File: config.mk
export PLATFORM = sky130hd
export DESIGN_NAME = pixel_contour_corner_walker_core
export DESIGN_NICKNAME = d
export VERILOG_FILES = /design/src/sv/pccw_pkg.sv /design/src/sv/pixel_contour_corner_walker_core.sv
export VERILOG_INCLUDE_DIRS = /design/src /design/src/sv
export SDC_FILE = /design/constraint.sdc
export NUM_CORES = 1
export LEC_CHECK = 0
export ABC_AREA = 1
export ABC_CLOCK_PERIOD_IN_PS = 6300
export BUFFER_PORTS_ARGS = -buffer_cell sky130_fd_sc_hd__buf_4
export CAP_MARGIN = 20
export CELL_PAD_IN_SITES_DETAIL_PLACEMENT = 2
export CELL_PAD_IN_SITES_GLOBAL_PLACEMENT = 2
export CORE_ASPECT_RATIO = 0.75
export CORE_MARGIN = 3
export CORE_UTILIZATION = 25
export DETAILED_ROUTE_END_ITERATION = 7
export PLACE_DENSITY_LB_ADDON = 0.1
export SYNTH_ARGS = -nofsm -noshare
export SYNTH_HDL_FRONTEND = slang
export SYNTH_SLANG_ARGS = --single-unit
export TNS_END_PERCENT = 50
File: constraint.sdc
create_clock -name clk_i -period 6.3 [get_ports clk_i]
set_input_delay 1.26 -clock clk_i [delete_from_list [all_inputs] [get_ports clk_i]]
set_output_delay 1.26 -clock clk_i [all_outputs]
set_load 0.01 [all_outputs]
File: src/sv/pixel_contour_corner_walker_core_assert.svh
// Assertion macros for the contour corner walker.
// Each expects clk_i and rst_ni in scope.
`ifndef PIXEL_CONTOUR_CORNER_WALKER_CORE_ASSERT_SVH
`define PIXEL_CONTOUR_CORNER_WALKER_CORE_ASSERT_SVH

// Checked on every clock edge outside reset.
`define PCCW_ASSERT(lbl, prop, msg) \
  lbl: assert property (@(posedge clk_i) disable iff (!rst_ni) (prop)) else $error(msg);

// Checked on every clock edge, reset included.
`define PCCW_ASSERT_ALWAYS(lbl, prop, msg) \
  lbl: assert property (@(posedge clk_i) (prop)) else $error(msg);

`endif

File: src/sv/pccw_pkg.sv
// ----------------------------------------------------------------------------
// pccw_pkg
// Corner codes, sequencer states and corner helpers for the corner walker.
// ----------------------------------------------------------------------------
package pccw_pkg;

  // corner codes, rolled NW -> SW -> SE -> NE -> NW
  localparam logic [1:0] CORNER_NW = 2'd0;
  localparam logic [1:0] CORNER_SW = 2'd1;
  localparam logic [1:0] CORNER_SE = 2'd2;
  localparam logic [1:0] CORNER_NE = 2'd3;

  typedef enum logic [3:0] {
    ST_IDLE  = 4'b0001,
    ST_DIR   = 4'b0010,
    ST_ROLL  = 4'b0100,
    ST_FLUSH = 4'b1000
  } state_e;

  // corner lies on the east side of its pixel
  function automatic logic corner_east(input logic [1:0] c);
    return (c == CORNER_SE) || (c == CORNER_NE);
  endfunction

  // corner lies on the south side of its pixel
  function automatic logic corner_south(input logic [1:0] c);
    return (c == CORNER_SW) || (c == CORNER_SE);
  endfunction

endpackage

File: src/sv/pixel_contour_corner_walker_core.sv
// ----------------------------------------------------------------------------
// pixel_contour_corner_walker_core
// Walks pixel corners along a contour pixel chain and emits polygon vertices.
// ----------------------------------------------------------------------------
//
//  channel | valid       | stall        | payload
//  --------+-------------+--------------+--------------------------------------
//  in      | in_valid_i  | in_stall_o   | first_pixel_i pixel_x_i pixel_y_i is_hole_i
//  out     | out_valid_o | out_stall_i  | corner_x_o corner_y_o ring_closed_o
//
//  A first pixel, or a pixel arriving after the walk closed, is taken in idle alone.
//  Any other pixel goes through accept, direction, one to four corner rolls
//  through the shared roll unit (one roll per cycle unless stalled), and flush.
//  A held output beat stalls a roll or the flush that must push a vertex
//  until the beat leaves.
//  Reset (async, active low) leaves the walk closed: idle until a first pixel.
//  in_stall_o is high whenever the sequencer is busy with a pixel.
//
module pixel_contour_corner_walker_core
  import pccw_pkg::*;
#(
  parameter int COORD_BITS = 12
) (
  input  logic                  clk_i,
  input  logic                  rst_ni,
  input  logic                  in_valid_i,
  output logic                  in_stall_o,
  input  logic                  first_pixel_i,
  input  logic [COORD_BITS-1:0] pixel_x_i,
  input  logic [COORD_BITS-1:0] pixel_y_i,
  input  logic                  is_hole_i,
  output logic                  out_valid_o,
  input  logic                  out_stall_i,
  output logic [COORD_BITS:0]   corner_x_o,
  output logic [COORD_BITS:0]   corner_y_o,
  output logic                  ring_closed_o
);

`include "pixel_contour_corner_walker_core_assert.svh"

  localparam int VW = COORD_BITS + 1;

  // sequencer
  state_e state_q, state_d;
  logic [1:0] roll_q, roll_d;

  // walker state
  logic [COORD_BITS-1:0] walk_x_q, walk_x_d, walk_y_q, walk_y_d;
  logic [1:0]            corner_q, corner_d;
  logic [VW-1:0]         start_x_q, start_x_d, start_y_q, start_y_d;
  logic [VW-1:0]         last_x_q, last_x_d, last_y_q, last_y_d;
  logic                  have_q, have_d;
  logic                  done_q, done_d;

  // per-pixel work registers
  logic [COORD_BITS-1:0] px_q, px_d, py_q, py_d;
  logic                  same_q, same_d;
  logic                  sxp_q, sxp_d, sxn_q, sxn_d, syp_q, syp_d, syn_q, syn_d;
  logic                  closed_q, closed_d;
  // last_x/last_y hold a vertex that is not yet pushed out: its flag is unknown
  logic                  pend_q, pend_d;

  // output register
  logic          oval_q, oval_d;
  logic [VW-1:0] ox_q, ox_d, oy_q, oy_d;
  logic          oclose_q, oclose_d;

  logic in_acc;
  logic out_free;

  assign in_stall_o    = (state_q != ST_IDLE);
  assign in_acc        = in_valid_i && !in_stall_o;
  assign out_free      = !oval_q || !out_stall_i;
  assign out_valid_o   = oval_q;
  assign corner_x_o    = ox_q;
  assign corner_y_o    = oy_q;
  assign ring_closed_o = oclose_q;

  // direction unit: step to the pixel reduced to its dominant axis signs
  logic [VW-1:0] dx, dy, ax, ay, mx;

  always_comb begin
    dx = {1'b0, px_q} - {1'b0, walk_x_q};
    dy = {1'b0, py_q} - {1'b0, walk_y_q};
    ax = dx[VW-1] ? (~dx + VW'(1)) : dx;
    ay = dy[VW-1] ? (~dy + VW'(1)) : dy;
    mx = (ax > ay) ? ax : ay;
  end

  // roll unit
  logic          c_east, c_south, n_east, n_south;
  logic [VW-1:0] vx, vy, nvx, nvy, st_x, st_y;
  logic          need_emit, ok_x, ok_y, take, straight, close_now, roll_stall;
  logic [1:0]    c_tmp, c_new;
  logic [COORD_BITS-1:0] wx_new, wy_new;

  always_comb begin
    c_east    = corner_east(corner_q);
    c_south   = corner_south(corner_q);
    vx        = {1'b0, walk_x_q} + VW'(c_east);
    vy        = {1'b0, walk_y_q} + VW'(c_south);
    need_emit = !have_q || (vx != last_x_q) || (vy != last_y_q);
    // a nonzero sign asks for the corner on that side of the walker's pixel
    ok_x      = !(sxp_q && !c_east) && !(sxn_q && c_east);
    ok_y      = !(syp_q && !c_south) && !(syn_q && c_south);
    take      = !same_q && ok_x && ok_y;
    straight  = !(sxp_q || sxn_q) || !(syp_q || syn_q);
    c_tmp     = take ? (corner_q + 2'd2 + {1'b0, straight}) : corner_q;
    c_new     = c_tmp + 2'd1;
    wx_new    = take ? px_q : walk_x_q;
    wy_new    = take ? py_q : walk_y_q;
    n_east    = corner_east(c_new);
    n_south   = corner_south(c_new);
    nvx       = {1'b0, wx_new} + VW'(n_east);
    nvy       = {1'b0, wy_new} + VW'(n_south);
    st_x      = have_q ? start_x_q : vx;
    st_y      = have_q ? start_y_q : vy;
    close_now = (nvx == st_x) && (nvy == st_y);
    // a fresh vertex displaces the pending one, which needs a free output
    roll_stall = need_emit && pend_q && !out_free;
  end

  always_comb begin
    state_d   = state_q;
    roll_d    = roll_q;
    walk_x_d  = walk_x_q;
    walk_y_d  = walk_y_q;
    corner_d  = corner_q;
    start_x_d = start_x_q;
    start_y_d = start_y_q;
    last_x_d  = last_x_q;
    last_y_d  = last_y_q;
    have_d    = have_q;
    done_d    = done_q;
    px_d      = px_q;
    py_d      = py_q;
    same_d    = same_q;
    sxp_d     = sxp_q;
    sxn_d     = sxn_q;
    syp_d     = syp_q;
    syn_d     = syn_q;
    closed_d  = closed_q;
    pend_d    = pend_q;
    oval_d    = oval_q && out_stall_i;
    ox_d      = ox_q;
    oy_d      = oy_q;
    oclose_d  = oclose_q;

    unique case (state_q)
      ST_IDLE: begin
        if (in_acc) begin
          if (first_pixel_i) begin
            // restart: place walker, no vertex yet
            walk_x_d = pixel_x_i;
            walk_y_d = pixel_y_i;
            corner_d = is_hole_i ? CORNER_SW : CORNER_NW;
            have_d   = 1'b0;
            done_d   = 1'b0;
          end else if (!done_q) begin
            px_d    = pixel_x_i;
            py_d    = pixel_y_i;
            state_d = ST_DIR;
          end
        end
      end
      ST_DIR: begin
        same_d   = (px_q == walk_x_q) && (py_q == walk_y_q);
        sxp_d    = (ax == mx) && (mx != '0) && !dx[VW-1];
        sxn_d    = (ax == mx) && (mx != '0) && dx[VW-1];
        syp_d    = (ay == mx) && (mx != '0) && !dy[VW-1];
        syn_d    = (ay == mx) && (mx != '0) && dy[VW-1];
        roll_d   = 2'd0;
        closed_d = 1'b0;
        pend_d   = 1'b0;
        state_d  = ST_ROLL;
      end
      ST_ROLL: begin
        if (!roll_stall) begin
          if (need_emit) begin
            if (pend_q) begin
              oval_d   = 1'b1;
              ox_d     = last_x_q;
              oy_d     = last_y_q;
              oclose_d = 1'b0;
            end
            pend_d   = 1'b1;
            last_x_d = vx;
            last_y_d = vy;
            if (!have_q) begin
              start_x_d = vx;
              start_y_d = vy;
              have_d    = 1'b1;
            end
          end
          walk_x_d = wx_new;
          walk_y_d = wy_new;
          corner_d = c_new;
          closed_d = close_now;
          roll_d   = roll_q + 2'd1;
          if (close_now || take || (roll_q == 2'd3)) begin
            state_d = ST_FLUSH;
          end
        end
      end
      ST_FLUSH: begin
        // pending vertex (or a repeat of the last one on a bare close) goes out
        if (!((pend_q || closed_q) && !out_free)) begin
          if (pend_q || closed_q) begin
            oval_d   = 1'b1;
            ox_d     = last_x_q;
            oy_d     = last_y_q;
            oclose_d = closed_q;
          end
          pend_d  = 1'b0;
          done_d  = closed_q;
          state_d = ST_IDLE;
        end
      end
      default: state_d = ST_IDLE;
    endcase
  end

  always_ff @(posedge clk_i or negedge rst_ni) begin
    if (!rst_ni) begin
      state_q   <= ST_IDLE;
      roll_q    <= 2'd0;
      walk_x_q  <= '0;
      walk_y_q  <= '0;
      corner_q  <= CORNER_NW;
      start_x_q <= '0;
      start_y_q <= '0;
      last_x_q  <= '0;
      last_y_q  <= '0;
      have_q    <= 1'b0;
      done_q    <= 1'b1;
      closed_q  <= 1'b0;
      pend_q    <= 1'b0;
      oval_q    <= 1'b0;
    end else begin
      state_q   <= state_d;
      roll_q    <= roll_d;
      walk_x_q  <= walk_x_d;
      walk_y_q  <= walk_y_d;
      corner_q  <= corner_d;
      start_x_q <= start_x_d;
      start_y_q <= start_y_d;
      last_x_q  <= last_x_d;
      last_y_q  <= last_y_d;
      have_q    <= have_d;
      done_q    <= done_d;
      closed_q  <= closed_d;
      pend_q    <= pend_d;
      oval_q    <= oval_d;
    end
  end

  // payload and the per-pixel position, match and sign registers, no reset
  always_ff @(posedge clk_i) begin
    px_q     <= px_d;
    py_q     <= py_d;
    same_q   <= same_d;
    sxp_q    <= sxp_d;
    sxn_q    <= sxn_d;
    syp_q    <= syp_d;
    syn_q    <= syn_d;
    ox_q     <= ox_d;
    oy_q     <= oy_d;
    oclose_q <= oclose_d;
  end

  // ---------------------------------------------------------------- checks
  `PCCW_ASSERT(a_busy_walk_open,
               (state_q == ST_ROLL || state_q == ST_FLUSH) |-> !done_q,
               "busy on a closed walk")
  `PCCW_ASSERT(a_pend_has_vertex, pend_q |-> have_q,
               "pending vertex without a start vertex")
  `PCCW_ASSERT(a_roll_limit,
               (state_q == ST_ROLL && roll_q == 2'd3 && !roll_stall) |=> (state_q == ST_FLUSH),
               "more than four rolls")
  `PCCW_ASSERT(a_close_ends_walk,
               (state_q == ST_FLUSH && closed_q && out_free)
                 |=> (done_q && out_valid_o && ring_closed_o),
               "close beat not issued")

endmodule
=== Word level (Yosys, flattened, before mapping) ===
Index checks and enable logic that the tools add are counted.

* Register bits: 145
* Output and inout bits: 29

* Add/subtract/negate cells: 12
* $lt $le $gt $ge: 1
* Equality and inequality tests: 30
* Multiplexer cells: 65
* Bitwise operators: 5
* Reduce and logical (&&, ||, !) cells: 65

{| class="wikitable"
|+ Operators by type and width
! operator !! number
|-
| 2-to-1 mux 13 bit || 15
|-
| 2-to-1 mux 12 bit || 8
|-
| adder 12 x 1 -> 13 bit || 4
|-
| equality test 13 bit || 4
|-
| one-hot mux 13 bit (2 select lines) || 2
|-
| one-hot mux 12 bit (2 select lines) || 2
|-
| adder 13 x 1 -> 13 bit (second input constant) || 2
|-
| inequality test 13 bit || 2
|-
| NOT 13 bit || 2
|-
| subtractor 12 x 12 -> 13 bit || 2
|-
| equality test 12 bit || 2
|-
| 2-to-1 mux 4 bit || 6
|-
| logical AND 1 bit || 21
|-
| inequality test 2 bit (second input constant) || 10
|-
| 2-to-1 mux 1 bit || 18
|-
| logical NOT 1 bit || 16
|-
| one-hot mux 4 bit (4 select lines) || 1
|-
| AND reduction 4 bit || 4
|-
| > comparator 13 bit || 1
|-
| logical OR 1 bit || 13
|-
| nonzero test 13 bit || 1
|-
| AND reduction 6 bit || 2
|-
| equality test 2 bit (second input constant) || 5
|-
| 2-to-1 mux 2 bit || 5
|-
| 18 further kinds || 30
|}

=== Depth between registers and ports, before layout ===
Gate-level depths: netlist of the first run.

* Word-level depth: 20
* Depth in mapped cells: 33
* Mapped depth without buffers: 33

=== Worst setup path before layout of the first run ===
No wires, ideal clock.

* Kind: flip-flop to flip-flop
* From: register, netlist name corner_q[0]
* To: register px_q[0] (enable)
* Arrival time: 4.297 ns
* Required time: 5.895 ns
* Path slack: 1.598 ns
* Stages on the path, launching flop included: 28
* Path buffers: 2
* Clock period less this slack: 4.702 ns
* Cells stage by stage: dfrtp_1 > inv_1 > ha_1 > nand2_1 > nand2_1 > nor2_1 > nand3_1 > buf_2 > buf_2 > nor2_1 > xnor2_1 > xnor2_1 > ha_1 > ha_1 > nand3_1 > inv_1 > nand2_1 > nand2_1 > nand2_1 > nand2_1 > nand2_1 > nor2_1 > nand3_1 > nor2_1 > nand2_1 > nand2_1 > nand2_1 > nor2_1

{| class="wikitable"
|+ RTL lines
! what !! RTL line !! source
|-
| end signal, assigned || pixel_contour_corner_walker_core.sv:259 || <nowiki>px_q <= px_d;</nowiki>
|-
| end, declared || pixel_contour_corner_walker_core.sv:56 || <nowiki>logic [COORD_BITS-1:0] px_q, px_d, py_q, py_d;</nowiki>
|}

=== Final worst setup path of the first run ===
* From: register walk_y_q[0]
* To: register sxn_q (data pin)

* Cells in the longest elaborated chain, start to end: 9

{| class="wikitable"
|+ RTL lines
! what !! RTL line !! source
|-
| start, declared || pixel_contour_corner_walker_core.sv:48 || <nowiki>logic [COORD_BITS-1:0] walk_x_q, walk_x_d, walk_y_q, walk_y_d;</nowiki>
|-
| start signal, assigned || pixel_contour_corner_walker_core.sv:243 || <nowiki>walk_y_q <= walk_y_d;</nowiki>
|-
| subtractor 12 x 12 -> 13 bit * || pixel_contour_corner_walker_core.sv:84 || <nowiki>dy = {1'b0, py_q} - {1'b0, walk_y_q};</nowiki>
|-
| NOT 13 bit || pixel_contour_corner_walker_core.sv:86 || <nowiki>ay = dy[VW-1] ? (~dy + VW'(1)) : dy;</nowiki>
|-
| adder 13 x 1 -> 13 bit || pixel_contour_corner_walker_core.sv:86 ||
|-
| 2-to-1 mux 13 bit * || pixel_contour_corner_walker_core.sv:86 ||
|-
| > comparator 13 bit || pixel_contour_corner_walker_core.sv:87 || <nowiki>mx = (ax > ay) ? ax : ay;</nowiki>
|-
| 2-to-1 mux 13 bit * || pixel_contour_corner_walker_core.sv:87 ||
|-
| equality test 13 bit / nonzero test 13 bit (equally long branches) || pixel_contour_corner_walker_core.sv:169 || <nowiki>sxn_d = (ax == mx) && (mx != '0) && dx[VW-1];</nowiki>
|-
| logical AND 1 bit * (2 in series) || pixel_contour_corner_walker_core.sv:169 ||
|-
| end signal, assigned || pixel_contour_corner_walker_core.sv:263 || <nowiki>sxn_q <= sxn_d;</nowiki>
|-
| end, declared || pixel_contour_corner_walker_core.sv:58 || <nowiki>logic sxp_q, sxp_d, sxn_q, sxn_d, syp_q, syp_d, syn_q, syn_d;</nowiki>
|}

Every way passes the cells marked *; elsewhere a longest branch is shown, timed or not.
A chain may end at the register's enable or synchronous reset.

==> results of run 1 <==
-- through the flow --
stage / instance area [µm²] / worst slack [ns] / hold WS [ns] / instances / util
2_1_floorplan: 11200 / 1.598 / 0.4422 / 1652 / -
3_3_place_gp: 12290 / 1.017 / 0.4546 / 2261 / 0.2809
3_5_place_dp: 12290 / 0.7568 / 0.4710 / 2261 / 0.2809
4_1_cts: 12870 / 0.7353 / 0.4886 / 2293 / 0.2942
5_1_grt: 12930 / 0.09838 / 0.5083 / 2295 / 0.2954
6_report: 12930 / 0.7229 / 0.4813 / 2295 / 0.2954
-- cell type report --
class | instances | area, µm² | share of cell area
Timing Repair Buffer | 78 | 625.6 | 0.04838
Sequential cell | 145 | 3911 | 0.3025
Clock inverter | 14 | 152.6 | 0.01181
Tap cell | 578 | 723.2 | 0.05593
Clock buffer | 18 | 429.2 | 0.03319
Multi-Input combinational cell | 1253 | 6304 | 0.4875
Inverter | 209 | 784.5 | 0.06067
-- routing by layer --
| metal | wire (µm) | up-vias | track usage |
|---|---|---|---|
| met4 | 227 | 0 | 0.02262 |
| met2 | 19130 | 101 | 0.2986 |
| met3 | 1140 | 18 | 0.02856 |
| met1 | 22290 | 5496 | 0.2672 |
| li1 | - | 5470 | - |
| met5 | 0 | - | 0 |
-- registers in the layout, summed over array words and instances (netlist names), 2 cells and up --
register / cells
walk_x_q: 12
roll_q: 2
corner_q: 2
start_y_q: 13
walk_y_q: 12
corner_x_o: 13
start_x_q: 13
corner_y_o: 13
state_q: 4
px_q: 12
last_y_q: 13
py_q: 12
last_x_q: 13
-- path summary, 6_finish.rpt --
check	depth (start not counted)	end	slack, ns	startpoint
min reg2reg	0	corner_y_o[11]	0.48	last_y_q[11]
max in group asynchronous	2	state_q[0]	4.30	rst_ni
min in group asynchronous	1	last_y_q[8]	0.93	rst_ni
min	0	corner_y_o[11]	0.48	last_y_q[11]
max reg2reg	29	sxn_q	0.72	walk_y_q[0]
max	29	sxn_q	0.72	walk_y_q[0]
-- cell usage after synthesis (5+ instances only) --
library cell | n | area (µm²)
nor3_1 | 15 | 75.07
inv_2 | 5 | 18.77
edfxtp_1 | 56 | 1682
nand2_1 | 549 | 2061
inv_1 | 204 | 765.7
xnor2_1 | 23 | 201.4
o21ai_0 | 114 | 570.6
o21ai_1 | 44 | 220.2
nor2_1 | 118 | 442.9
ha_1 | 51 | 638.1
buf_2 | 13 | 65.06
nand3_1 | 177 | 885.9
a21oi_1 | 24 | 120.1
xor2_1 | 21 | 183.9
nand3b_1 | 11 | 82.58
nand4_1 | 42 | 262.8
nor2_2 | 7 | 43.79
clkbuf_1 | 25 | 93.84
nor4_1 | 5 | 31.28
dfrtp_1 | 87 | 2177
or2_2 | 10 | 62.56
-- worst reg2reg max path, delay by kind of cell (launching register included) --
family | cells | cell delay, ns
DFF | 1 | 0.44
buffers and inverters | 5 | 1.02
and+or+nand+nor | 21 | 2.94
adders and majority gates | 3 | 0.96
-- cells by family after synthesis --
| group | count (synthesis) |
|---|---|
| and+or+nand+nor | 948 |
| adders and majority gates | 53 |
| buffers and inverters | 254 |
| DFF | 145 |
| xor gates and xnor gates | 47 |
| muxes | 1 |
| AOI/OAI and AO/OA | 204 |
==> results.json, run 1 <==
{
  "drtIter0Drc": 494,
  "crit_buf_inv": 5,
  "gp_congestion": 0.8563,
  "grt_pass1_vias": 12050,
  "cp_slowest_cell": "fa_1",
  "remaining_drc_errors": 0,
  "hold_viol": 0,
  "vias": 11090,
  "via_per_inst": 4.830,
  "synth-adder-area-share": 0.06052,
  "overflow": 0,
  "wl_per_cell_um": 18.65,
  "critPathMaxStageDelay_ns": 0.47,
  "clock_latency_ns": 0.45,
  "cts_tree": "built",
  "wirelength_um": 42800,
  "slew_violations": 0,
  "initial_utilization": 0.2560,
  "cts_num_sinks": 145,
  "synth-seq-area-share": 0.3491,
  "synthCells": 1652,
  "grtUsageTotal": 0.1848,
  "antenna_found_initial": 0,
  "yosys.area_share.simple": 0.3635,
  "fill_cells": 5282,
  "core-area_mm2": 0.04377,
  "synth-edff-count": 56,
  "drive_gt1_frac": 0.08736,
  "cp-start-kind": "flip-flop",
  "dp_hpwl_um": 34620,
  "grt_setup_unrepaired": "no",
  "grt_pass1_wl_um": 69290,
  "die_y_um": 189.3,
  "numPortBuffers": 58,
  "cts_hold_buf": 0,
  "cts_buffers": 17,
  "max-cap-violations": 0,
  "num_rows": 66,
  "hp-class": "reg2reg",
  "clockRootBuffer": "clkbuf_16",
  "timing.setup.tns_ns": 0,
  "grt_max_degree": 98,
  "clockBufferDepth": 2,
  "finalClockSkew_ns": 0.01703,
  "synth_mux_area_frac": 0.0008934,
  "ctsResizeCount": 0,
  "path_clk_slew_ns": 0.07,
  "cp_common_cell": "nand2_1",
  "final_common_cell": "nand2_1",
  "synth-compound-area-share": 0.09693,
  "setup_viol": 0,
  "cts_setup_buffers": 0,
  "io_pins": 59,
  "async_flop_share": 0.6138,
  "die_area_mm2": 0.04742,
  "tightest_slew_ns": 0.9080,
  "dr.pass1.iters": 4,
  "htree_levels": 4,
  "die-width_um": 250.5,
  "synth_top_family_by_area": "simple AND/OR/NAND/NOR gates",
  "syn-num-nets": 1735,
  "fin_nets": 1787,
  "period_share": 0.8853,
  "arrival_ns": 5.77,
  "ys_ff_latch": 145,
  "cp-end-kind": "flip-flop",
  "avgSynthCellArea_um2": 6.782,
  "status": "finished, final reports clean",
  "max_freq_ghz": 0.1793,
  "post-route-min-period_ns": 5.577,
  "ys.flop_type": "dfrtp_1",
  "synthXorXnorAreaFrac": 0.03987,
  "final_cell_mix": "549 x nand2_1, 204 x inv_1, 177 x nand3_1",
  "path_delay_family": "simple AND/OR/NAND/NOR gates",
  "postRouteAntennaNets": 0,
  "crit_fanout": 18,
  "ys_types": 44,
  "worstPathRequired_ns": 6.49,
  "yosysWarnings": 0,
  "antenna_cells": 0,
  "syn_to_final_growth_pct": 15.40,
  "synth_area_mm2": 0.01120,
  "relSlewSlack": 0.3947,
  "crit_type": "reg2reg"
}
Power of run 1 is left out: the tool's default activity adds up to more than one toggle a clock period on the data nets, which glitch-free logic cannot reach.
==> run 2, diff against run 1 <==
--- a/config.mk
+++ b/config.mk
@@ -13,10 +13,12 @@
 export CELL_PAD_IN_SITES_DETAIL_PLACEMENT = 2
 export CELL_PAD_IN_SITES_GLOBAL_PLACEMENT = 2
 export CORE_ASPECT_RATIO = 0.75
-export CORE_MARGIN = 3
+export CORE_MARGIN = 4
 export CORE_UTILIZATION = 25
 export DETAILED_ROUTE_END_ITERATION = 7
+export GPL_TIMING_DRIVEN = 0
 export PLACE_DENSITY_LB_ADDON = 0.1
+export SKIP_CTS_REPAIR_TIMING = 1
 export SYNTH_ARGS = -nofsm -noshare
 export SYNTH_HDL_FRONTEND = slang
 export SYNTH_SLANG_ARGS = --single-unit
==> results.json, run 2 (synthesized netlist as in run 1, its figures left out) <==
{
  "post-route-min-period_ns": 5.890,
  "status": "finished, final reports clean",
  "slew_violations": 0,
  "fill_cells": 5265,
  "cts_tree": "built",
  "overflow": 0,
  "wl_per_cell_um": 19.96,
  "num_rows": 66,
  "remaining_drc_errors": 0,
  "dpl.cell_count": 2292,
  "layout_setup_ws_ns": 0.4104,
  "grt_pass1_vias": 12410,
  "wirelength_um": 46430,
  "grt_pass1_wl_um": 72650,
  "arrival_ns": 6.08,
  "cts_num_sinks": 145,
  "final_common_cell": "nand2_1",
  "crit_type": "reg2reg",
  "grt_setup_unrepaired": "no",
  "clock_latency_ns": 0.46,
  "cts_buffers": 17,
  "dp_hpwl_um": 38280,
  "final_cell_mix": "548 x nand2_1, 204 x inv_1, 177 x nand3_1",
  "die_area_mm2": 0.04830,
  "die-width_um": 252.5,
  "core-area_mm2": 0.04385,
  "io_pins": 59,
  "drive_gt1_frac": 0.09159,
  "postRouteAntennaNets": 0,
  "setup_viol": 0,
  "via_per_inst": 4.945,
  "cp-end-kind": "flip-flop",
  "tightest_slew_ns": 0.8720,
  "antenna_found_initial": 0,
  "grt_max_degree": 47,
  "cp-start-kind": "flip-flop",
  "hold_viol": 0,
  "clockRootBuffer": "clkbuf_16",
  "place_ws_ns": -0.1078,
  "vias": 11500,
  "htree_levels": 4,
  "path_clk_slew_ns": 0.06,
  "finalClockSkew_ns": 0.01896,
  "timing.setup.tns_ns": 0,
  "gp_congestion": 0.8359,
  "initial_utilization": 0.2555,
  "die_y_um": 191.3,
  "hp-class": "reg2reg",
  "dr.pass1.iters": 6,
  "relSlewSlack": 0.4125,
  "clockBufferDepth": 2,
  "instances_no_fill": 2326,
  "drtIter0Drc": 565,
  "fin_nets": 1817,
  "grtUsageTotal": 0.1954,
  "max-cap-violations": 0,
  "max_freq_ghz": 0.1698,
  "period_share": 0.9349,
  "syn_to_final_growth_pct": 17.06,
  "crit_fanout": 10,
  "worstPathRequired_ns": 6.49,
  "numPortBuffers": 58
}
==> run 2: changes by cell type in the layout (fill, tap and decap cells not counted), moves of 3 or more <==
| cell | previous run | this run |
|---|---|---|
| clkbuf_1 | 1 | 22 |
| buf_4 | 76 | 59 |
| buf_2 | 0 | 14 |
| buf_6 | 0 | 5 |
| clkbuf_2 | 0 | 4 |
| bufinv_16 | 2 | 5 |
| inv_6 | 5 | 2 |
==> run 2: cell type report <==
type	instances	area [µm²]	share of cell area
inverter	209	784.5	0.05981
antenna	1	2.502	0.0001908
clock buffer	18	429.2	0.03272
clock inverter	14	212.7	0.01622
timing repair buffer	63	501.7	0.03825
sequential	145	3911	0.2982
buffer	45	224.0	0.01708
multi-input combinational	1253	6327	0.4824
tap	578	723.2	0.05514
==> run 2: worst paths after layout <==
path                         startpoint      endpoint  slack, ns  cells after the start
max in group asynchronous        rst_ni    state_q[0]       4.65                      2
setup / recovery            walk_y_q[0]         syp_q       0.41                     27
hold / removal             start_y_q[4]  start_y_q[4]       0.48                      2
hold reg to reg            start_y_q[4]  start_y_q[4]       0.48                      2
setup reg to reg            walk_y_q[0]         syp_q       0.41                     27
min in group asynchronous        rst_ni   last_y_q[7]       0.85                      1
==> run 2: stage by stage <==
stage / utilization / instance area, µm² / hold WS [ns]
global placement: 0.2819 / 12360 / 0.4533
finish: 0.2991 / 13120 / 0.4776
detailed placement: 0.2836 / 12440 / 0.4652
CTS: 0.2983 / 13080 / 0.4804
global route: 0.2991 / 13110 / 0.5034
floorplan: - / 11200 / 0.4422
==> run 2: critical path, cell delays in order (launching register included) <==
cell	delay, ns
dfrtp_1	0.42
ha_1	0.17
inv_1	0.06
fa_1	0.48
or2_2	0.34
nand2_1	0.10
inv_1	0.06
nor2_1	0.19
nand3_1	0.11
nor2_1	0.17
nand3_1	0.20
nor3_1	0.19
nand4_1	0.35
ha_1	0.45
nand2_1	0.17
nor2_1	0.20
nand3_1	0.10
nand2_1	0.22
nand2_2	0.17
inv_1	0.13
clkbuf_2	0.25
o21ai_0	0.17
nor2_1	0.15
nand3_1	0.09
nor2_1	0.29
nand4_1	0.16
nand3_1	0.20
nor2_1	0.06
==> run 2: metal layers <==
| layer | vias to the layer above | GRT usage | wire [µm] |
|---|---|---|---|
| met1 | 5819 | 0.2948 | 25030 |
| li1 | 5538 | - | - |
| met2 | 124 | 0.3013 | 19770 |
| met3 | 20 | 0.02598 | 1268 |
| met5 | - | 0 | 0 |
| met4 | 0 | 0.03220 | 365 |
Power of run 2 is left out for the same reason.
